===== config.mk =====
export PLATFORM = sky130hd
export DESIGN_NAME = fir_highpass_filter_unit
export DESIGN_NICKNAME = d
export VERILOG_FILES = /design/src/hdl/fhpf_pkg.sv /design/src/hdl/fir_highpass_filter_unit.sv /design/src/hdl/fhpf_ram.sv
export SDC_FILE = /design/constraint.sdc
export NUM_CORES = 2
export LEC_CHECK = 0
export ABC_AREA = 1
export BUFFER_PORTS_ARGS = -buffer_cell sky130_fd_sc_hd__buf_2
export CAP_MARGIN = 10
export CORE_MARGIN = 4
export CORE_UTILIZATION = 55
export CTS_CLUSTER_SIZE = 12
export DETAILED_ROUTE_END_ITERATION = 6
export GPL_ROUTABILITY_DRIVEN = 0
export PLACE_DENSITY = 0.71
export SLEW_MARGIN = 20
export SYNTH_ARGS = -nofsm -noshare
export SYNTH_HDL_FRONTEND = slang
export SYNTH_SLANG_ARGS = --single-unit

===== constraint.sdc =====
create_clock -name clk -period 20.6 [get_ports clk]
set_input_delay 6.18 -clock clk [delete_from_list [all_inputs] [get_ports clk]]
set_output_delay 6.18 -clock clk [all_outputs]
set_load 0.01 [all_outputs]

===== src/hdl/fhpf_pkg.sv =====
// Package for the 41-tap high-pass FIR filter unit.
// Holds the filter sizes, the Q1.15 coefficient table and the sequencer state type.
// No dependencies; imported by fir_highpass_filter_unit.
package fhpf_pkg;

	localparam int TAPS         = 41;
	localparam int SAMPLE_WIDTH = 16;
	localparam int COEF_WIDTH   = 16;
	localparam int ACC_W        = 40;
	localparam int HIST_DEPTH   = TAPS - 1;
	localparam int SHIFT        = COEF_WIDTH - 1;
	localparam int PROD_W       = SAMPLE_WIDTH + COEF_WIDTH;
	localparam int TAP_W        = $clog2(TAPS);
	localparam int ADDR_W       = (HIST_DEPTH > 1) ? $clog2(HIST_DEPTH) : 1;
	localparam int QUOT_W       = ACC_W - SHIFT;

	typedef logic signed [SAMPLE_WIDTH-1:0] sample_t;
	typedef logic signed [COEF_WIDTH-1:0]   coef_t;

	localparam coef_t COEF_TABLE [TAPS] = '{
		-16'sd37,   16'sd314,   16'sd215,   16'sd121,   16'sd122,
		16'sd396,   16'sd816,   16'sd931,   16'sd384,   -16'sd603,
		-16'sd1265, -16'sd1017, -16'sd195,  16'sd33,    -16'sd1228,
		-16'sd3426, -16'sd4600, -16'sd2909, 16'sd1556,  16'sd6384,
		16'sd8464,
		16'sd6384,  16'sd1556,  -16'sd2909, -16'sd4600, -16'sd3426,
		-16'sd1228, 16'sd33,    -16'sd195,  -16'sd1017, -16'sd1265,
		-16'sd603,  16'sd384,   16'sd931,   16'sd816,   16'sd396,
		16'sd122,   16'sd121,   16'sd215,   16'sd314,   -16'sd37
	};

	typedef enum logic [1:0] {
		ST_IDLE,
		ST_RUN,
		ST_WAIT,
		ST_DONE
	} state_t;

endpackage


===== src/hdl/fir_highpass_filter_unit.sv =====
// Top level of the 41-tap high-pass FIR filter: sequencer, shared multiply-accumulate
// and output register. Depends on fhpf_pkg and fhpf_ram.
//
// Usage: a request on the sample channel (sample_valid, sample_stall) carries one signed
// 16-bit sample and a block_start flag; block_start makes all earlier history count as
// zero. Each request yields exactly one request on the result channel (result_valid,
// result_stall) carrying the filtered sample and a saturated flag.
// One multiplier is shared over the taps: the sequencer issues one tap per cycle, each
// tap passes the history RAM read register and the product register into the
// accumulator, and a final step in ST_DONE rounds, saturates and writes the new sample
// into the history RAM. sample_stall stays high from acceptance until that final step,
// so a new sample is taken only once the previous one is through.
// The result sits in an output register, so the next sample is accepted while a result
// still waits. If the receiver keeps result_stall high, the following item finishes its
// taps and then holds until the output register is free.
// Reset clears the history count, so the first output after reset is filtered from zero
// history. No clearing pass is needed, as entries beyond the count read as zero.
module fir_highpass_filter_unit (
	input  logic                               clk,
	input  logic                               arst_n,
	input  logic                               sample_valid,
	output logic                               sample_stall,
	input  logic signed [fhpf_pkg::SAMPLE_WIDTH-1:0] sample_in,
	input  logic                               block_start,
	output logic                               result_valid,
	input  logic                               result_stall,
	output logic signed [fhpf_pkg::SAMPLE_WIDTH-1:0] sample_out,
	output logic                               saturated
);

	import fhpf_pkg::*;

	state_t state_q, state_d;
	logic accept, issue, finish, out_free;

	logic [TAP_W-1:0]  tap_q;
	logic [ADDR_W-1:0] wptr_q;
	logic [TAP_W-1:0]  count_q;
	sample_t           x_q;

	logic [ADDR_W:0]   rsum;
	logic [ADDR_W-1:0] raddr;
	logic [SAMPLE_WIDTH-1:0] rdata;

	logic              v_s1, last_s1;
	logic [TAP_W-1:0]  tap_s1;
	sample_t           operand;
	logic signed [PROD_W-1:0] prod;

	logic              v_s2, last_s2;
	logic signed [PROD_W-1:0] prod_s2;
	logic signed [ACC_W-1:0]  acc_q;

	logic [ACC_W-1:0]  rnd;
	logic [QUOT_W-1:0] quot;
	logic [QUOT_W-SAMPLE_WIDTH:0] top_bits;
	logic              clip;
	sample_t           result;

	logic              result_valid_q;
	sample_t           sample_out_q;
	logic              saturated_q;

	assign out_free = !result_valid_q || !result_stall;

	always_ff @(posedge clk or negedge arst_n) begin
		if (!arst_n) begin
			state_q <= ST_IDLE;
		end else begin
			state_q <= state_d;
		end
	end

	always_comb begin
		state_d = state_q;
		accept  = 1'b0;
		issue   = 1'b0;
		finish  = 1'b0;
		case (state_q)
			ST_IDLE: begin
				if (sample_valid) begin
					accept  = 1'b1;
					state_d = ST_RUN;
				end
			end
			ST_RUN: begin
				issue = 1'b1;
				if (tap_q == TAP_W'(TAPS - 1)) begin
					state_d = ST_WAIT;
				end
			end
			ST_WAIT: begin
				if (v_s2 && last_s2) begin
					state_d = ST_DONE;
				end
			end
			ST_DONE: begin
				if (out_free) begin
					finish  = 1'b1;
					state_d = ST_IDLE;
				end
			end
			default: begin
				state_d = ST_IDLE;
			end
		endcase
	end

	assign sample_stall = (state_q != ST_IDLE);

	// History entry k (newest first) lives at wptr - 1 - k, so tap t reads wptr - t.
	assign rsum  = {1'b0, wptr_q} + (ADDR_W + 1)'(HIST_DEPTH) - (ADDR_W + 1)'(tap_q);
	assign raddr = (rsum >= (ADDR_W + 1)'(HIST_DEPTH)) ?
		ADDR_W'(rsum - (ADDR_W + 1)'(HIST_DEPTH)) : rsum[ADDR_W-1:0];

	fhpf_ram #(
		.WIDTH (SAMPLE_WIDTH),
		.DEPTH (HIST_DEPTH)
	) u_hist (
		.clk   (clk),
		.we    (finish),
		.waddr (wptr_q),
		.wdata (x_q),
		.raddr (raddr),
		.rdata (rdata)
	);

	// Tap zero uses the current sample; history beyond the fill count counts as zero.
	always_comb begin
		if (tap_s1 == '0) begin
			operand = x_q;
		end else if (tap_s1 <= count_q) begin
			operand = sample_t'(rdata);
		end else begin
			operand = '0;
		end
	end

	assign prod = COEF_TABLE[tap_s1] * operand;

	// Round half up, shift, then clip when the quotient leaves the sample range.
	assign rnd      = acc_q + (ACC_W'(1) << (SHIFT - 1));
	assign quot     = rnd[ACC_W-1:SHIFT];
	assign top_bits = quot[QUOT_W-1:SAMPLE_WIDTH-1];
	assign clip     = !((&top_bits) || !(|top_bits));
	always_comb begin
		if (!clip) begin
			result = sample_t'(quot[SAMPLE_WIDTH-1:0]);
		end else if (quot[QUOT_W-1]) begin
			result = {1'b1, {(SAMPLE_WIDTH - 1){1'b0}}};
		end else begin
			result = {1'b0, {(SAMPLE_WIDTH - 1){1'b1}}};
		end
	end

	always_ff @(posedge clk or negedge arst_n) begin
		if (!arst_n) begin
			wptr_q         <= '0;
			count_q        <= '0;
			v_s1           <= 1'b0;
			v_s2           <= 1'b0;
			result_valid_q <= 1'b0;
		end else begin
			v_s1 <= issue;
			v_s2 <= v_s1;
			if (accept && block_start) begin
				count_q <= '0;
			end else if (finish && (count_q < TAP_W'(HIST_DEPTH))) begin
				count_q <= count_q + TAP_W'(1);
			end
			if (finish) begin
				if (wptr_q == ADDR_W'(HIST_DEPTH - 1)) begin
					wptr_q <= '0;
				end else begin
					wptr_q <= wptr_q + ADDR_W'(1);
				end
			end
			if (finish) begin
				result_valid_q <= 1'b1;
			end else if (!result_stall) begin
				result_valid_q <= 1'b0;
			end
		end
	end

	always_ff @(posedge clk) begin
		if (accept) begin
			x_q   <= sample_in;
			tap_q <= '0;
		end else if (issue) begin
			tap_q <= tap_q + TAP_W'(1);
		end
		tap_s1  <= tap_q;
		last_s1 <= (tap_q == TAP_W'(TAPS - 1));
		prod_s2 <= prod;
		last_s2 <= last_s1;
		if (accept) begin
			acc_q <= '0;
		end else if (v_s2) begin
			acc_q <= acc_q + ACC_W'(prod_s2);
		end
		if (finish) begin
			sample_out_q <= result;
			saturated_q  <= clip;
		end
	end

	assign result_valid = result_valid_q;
	assign sample_out   = sample_out_q;
	assign saturated    = saturated_q;

endmodule


===== src/hdl/fhpf_ram.sv =====
// Generic single-port-write, single-port-read RAM with a registered read.
// Holds the sample history of the filter; no dependencies.
module fhpf_ram #(
	parameter int WIDTH = 16,
	parameter int DEPTH = 40
) (
	input  logic                     clk,
	input  logic                     we,
	input  logic [$clog2(DEPTH)-1:0] waddr,
	input  logic [WIDTH-1:0]         wdata,
	input  logic [$clog2(DEPTH)-1:0] raddr,
	output logic [WIDTH-1:0]         rdata
);

	logic [WIDTH-1:0] mem_q [DEPTH];
	logic [WIDTH-1:0] rdata_q;

	always_ff @(posedge clk) begin
		if (we) begin
			mem_q[waddr] <= wdata;
		end
		rdata_q <= mem_q[raddr];
	end

	assign rdata = rdata_q;

endmodule

==> After elaboration in Yosys (flattened, before gate mapping) <==
Memory sizes are Yosys's and may differ from the RTL's. A register that Yosys moved wholly into a read port is not among the register bits.
Index checks and enable logic that the tools add are counted.
{ "classes": {"n_addsub": 8, "n_mul": 1, "order_cmp": 4, "n_eq_ne": 10, "muxes": 24, "n_bitwise": 1, "reduce_logical": 16} }
{ "op_table": {"columns": ["operator", "count"], "rows": [
  ["2-to-1 mux 16 bit", 6],
  ["adder 40 x 16 -> 40 bit, second input constant", 1],
  ["adder 40 x 32 -> 40 bit", 1],
  ["multiplier 16 x 16 -> 32 bit", 1],
  ["2-to-1 mux 6 bit", 4],
  ["adder 6 x 1 -> 6 bit, second input constant", 3],
  ["equality test 6 bit, second input constant", 2],
  ["AND reduction 10 bit", 1],
  ["OR reduction 10 bit", 1],
  ["2-to-1 mux 1 bit", 9],
  ["2-to-1 mux 2 bit", 4],
  ["!= test 2 bit, second input constant", 4],
  ["case mux 2 bit (4 select lines)", 1],
  ["adder 6 x 6 -> 7 bit, second input constant", 1],
  [">= comparator 7 x 6 -> 1 bit, second input constant", 1],
  [">= comparator 7 bit, second input constant", 1],
  ["inverter 6 -> 7 bit", 1],
  ["subtractor 7 x 6 -> 7 bit", 1],
  ["less-or-equal comparator 6 bit", 1],
  ["zero test 6 bit", 1],
  ["< comparator 6 bit, second input constant", 1],
  ["subtractor 6 bit, second input constant", 1],
  ["equality test 2 bit, second input constant", 2],
  ["zero test 1 bit", 4],
  ["7 further kinds", 11]
]} }
{ "totals": {"register_bits": 136, "ramBits": 640, "romBits": 1024, "inputBits": 21, "output_inout_bits": 19, "wordCells": 81, "memories": 2} }
{ "mem_list": {"columns": ["name", "words", "word_bits", "read_ports", "rd_ports_with_merged_regs", "write_ports", "line", "source"], "rows": [
  ["(no name shown)", 64, 16, 1, 0, 0, "fir_highpass_filter_unit.sv:139", "assign prod = COEF_TABLE[tap_s1] * operand;"],
  ["u_hist.mem_q", 40, 16, 1, 1, 1, "fhpf_ram.sv:15", "logic [WIDTH-1:0] mem_q [DEPTH];"]
]} }

==> Depth between registers and ports, before layout <==
{ "depth": {"ltp_word": 7, "mapped_depth": 37, "ltp_nobuf": 35} }

==> Modules after synthesis <==
Synthesis repeated with hierarchy kept, for this count alone.
{ "unflattened": {"hier_cells": 4780, "hier_area_um2": 45556.2} }
{ "modules_own_cells": {"columns": ["mod", "instances", "cells_per_inst", "area_each_um2", "seq_area_each_um2"], "rows": [
  ["fhpf_ram", 1, 2130, 26143.8, 19538.7],
  ["fir_highpass_filter_unit", 1, 2650, 19412.4, 3138.0]
]} }

==> Worst setup path before layout <==
No wires, ideal clock.
{ "synth_path": {"path_kind": "input -> register", "from": "input result_stall", "to": "memory u_hist.mem_q[31][0], enable pin", "setup_time_ns": 0.390, "arrival_time_ns": 7.822, "required_ns": 20.210, "slack_ns": 12.389, "cell_stages": 5, "path_buffers": 0, "cell_sequence": "nand2_1 > nand2_1 > clkinv_1 > nand4_1 > nor2_1"} }
{ "synth_via": {"elab_chain_cells": 6} }
{ "synth_rtl": {"columns": ["element", "line", "source"], "rows": [
  ["start, declared", "fir_highpass_filter_unit.sv:26", "input logic result_stall,"],
  ["zero test 1 bit", null, null],
  ["logical OR 1 bit", "fir_highpass_filter_unit.sv:64", "assign out_free = !result_valid_q || !result_stall;"],
  ["2-to-1 mux 1 bit", "fir_highpass_filter_unit.sv:98", "if (out_free) begin"],
  ["2-to-1 mux 1 bit", "fir_highpass_filter_unit.sv:79", "case (state_q)"],
  ["via finish", "fir_highpass_filter_unit.sv:34", "logic accept, issue, finish, out_free;"],
  ["2-to-1 mux 1 bit", "fhpf_ram.sv:19", "if (we) begin"],
  ["2-to-1 mux 1 bit (not written as such)", "fhpf_ram.sv:20", "mem_q[waddr] <= wdata;"],
  ["end, declared", "fhpf_ram.sv:15", null]
]} }
The timed path passes the listed nets, and every way through them passes these cells.

==> Worst setup path in the final report <==
{ "layout_path": {"from": "input result_stall", "to": "memory u_hist.mem_q[17][10], enable pin"} }
The elaborated chain is that of the path after synthesis.

==> impl_metrics.toml <==
[run_status]
status = "finished with violations"
violations = "design-rule violations"

[routing]
drtAntennaViolNets = 0
finalWirelength_mm = 116
drc_errors = 1
dr.pass1.iters = 7
wl_met2_mm = 51.8
wl_per_cell_um = 20.8
drtIter0Drc = 3702
maxUsedRoutingLayer = "met4"
wl_met3_mm = 11.9
wl_met1_mm = 49.2
num_vias = 32900
via_per_inst = 5.86

[sta]
tns_ps = 0
rsz0062_at_grt = "false"
tightest_slew_ps = 1150
hold_viol = 0
slew_viol_final = 0
setup_violations = 0
max_freq_mhz = 115
fin_crit_ps = 8680
fin_skew_ps = 48.5
relSlewSlack_pct = 22.7
timing.final.crit_share_pct = 42.1
fin_hold_ws_ps = 325

[hold_path]
min_path_type = "flop to flop"
hp-start = "last_s1$_DFF_P_"
min_path_cells = 0
min_to = "last_s2$_DFF_P_"

[yosys]
synth_area_leaders = "edfxtp_1, fa_1, nor2_1"
syn_inst = 4468
synth_edf_count = 673
synth_simple_gate_area_share_pct = 14.0
synth_top_area_cell = "edfxtp_1"
ys_types = 57
synth_top_family_by_area = "adder cells"
yosys.area_share.adder_pct = 15.8
ys_seq_elements = 792
ys.flop_type = "edfxtp_1"
syn-num-nets = 4900
synth_top_area_share_pct = 45.2
synthMuxAreaShare_pct = 0
ys_async_sr_fraction_pct = 2.15
synthXorXnorAreaFrac_pct = 1.37
syn_avg_cell_area_um2 = 10.0
yosys_warnings = 0
yosysMostFrequentCell = "nor2_1"
synthesis.area_mm2 = 0.0447
ys_top_cells_by_count = "nor2_1, edfxtp_1, nand2_1, inv_1, o21ai_0"
ys_seq_area_share_pct = 50.8
synth_compound_area_share_pct = 11.4

[run]
drv_cap = 0

[clock_tree]
clock_sinks = 792
cts_max_path_buffers = 3
ctsHoldBuffers = 0
post-cts-setup-buffer-count = 0
cts_max_level = 3
cts_resized = 0
clk_pin_slew_ps = 50
cts_made_buffers = 84
ctsRootBufferMaster = "clkbuf_16"
clk_latency_ps = 640
cts_tree = "built"

[global_route]
track_usage_pct = 26.9
grt_start_max_net_pins = 217
antenna_found_initial = 1
grt_overflow_total = 0
grt_pass1_wl_mm = 180
first_global_vias = 31500

[worst_setup_path]
cp-end-kind = "flop"
r2r_end = "prod_s2[30]$_DFF_P_"
start_kind = "input port"
arrival_ps = 8910
r2r_cells = 27
regToRegSetupSlack_ps = 12350
crit_type = "input port to flop"
r2r_start = "tap_s1[1]$_DFF_P_"
path_max_fanout = 24
cp.required_ps = 20830

[floorplanning]
dieArea_mm2 = 0.0859
row_count = 104
initial_core_util_pct = 55.5
die_x_um = 293
core_area_mm2 = 0.0805
pin_count = 40
die_h_um = 293

[finish]
layout-drive-gt1-share_pct = 6.13
fin_nets = 4918
area_growth_pct = 9.06
fillCellCount = 6502
antennaDiodeCount = 0

[place]
io_buffers = 39
dp.final_hpwl_mm = 78.0
==> cell families after synthesis <==
logic type | after synthesis
flops | 792
buf+inv | 772
simple gates | 1547
fa+ha+maj | 411
xor+xnor | 69
compound gates | 877
==> flip-flops by register name, indices dropped and copies added, names as in the netlist, 16 cells and up <==
signal and flops:
x_q 16, acc_q 40, u_hist.mem_q 640, u_hist.rdata 16, prod_s2 32, sample_out 16
==> stage by stage <==
stage                     util (%)  worst slack (ps)  cells  cell area (um2)
after floorplan                  -             12390   4468            44700
after global placement        57.1             11140   5460            46000
after detailed placement      57.1             11340   5460            46000
after CTS                     60.5             11980   5609            48700
after global routing          60.5             11750   5609            48700
final                         60.5             11920   5609            48700
==> worst max path at each step <==
stage | start | end | slack, ps | depth (start not counted)
final | result_stall | u_hist.mem_q[17][10]$_DFFE_PP_ | 11920 | 6
after global routing | tap_s1[1]$_DFF_P_ | prod_s2[30]$_DFF_P_ | 11750 | 27
after CTS | result_stall | u_hist.mem_q[5][1]$_DFFE_PP_ | 11980 | 6
after detailed placement | result_stall | u_hist.mem_q[5][12]$_DFFE_PP_ | 11340 | 6
after global placement | result_stall | u_hist.mem_q[17][8]$_DFFE_PP_ | 11140 | 6
after floorplan | result_stall | u_hist.mem_q[31][0]$_DFFE_PP_ | 12390 | 5
==> cell type report <==
class,count,area (um2),share of cell area [%]
Inverter,592,2230,4.58
Sequential cell,792,22700,46.5
Tap cell,1060,1330,2.72
Multi-Input combinational cell,2904,19000,39.1
Clock buffer,119,2320,4.77
Timing Repair Buffer,112,756,1.55
Clock inverter,30,368,0.755
==> worst max-delay path, cell delays in order <==
cell      delay (ps)
buf_2            110
nand2_1          200
nand2_1          210
clkinv_1         580
nand3_1          710
nor2_2           910
==> placed cells by master, fill, tap and decap left out, drive strengths merged, types with 4 or more instances in the layout <==
cell type  instances
ha               156
a21o               8
nand4             24
clkinv            31
o21ai            502
a31oi              9
clkbuf           119
inv              587
xor2              49
o2111ai           17
xnor2             20
o31ai              4
fa               255
o221ai            87
dfrtp             17
buf              112
edfxtp           673
bufinv             4
o211ai             6
a21oi            135
or2                4
nor2             691
o21bai            13
nand2            608
nor3              40
o22ai             81
nand3            175
dfxtp            102
==> routing by layer <==
layer  vias to the layer above  GRT usage (%)
met5                         -              0
met4                         0           8.26
met3                       244           5.77
met2                      1561           40.8
met1                     15900           39.5
li1                      15100              -
Power is left out: the tool's default activity adds up to more than one toggle a clock period on the data nets, which glitch-free logic cannot reach.
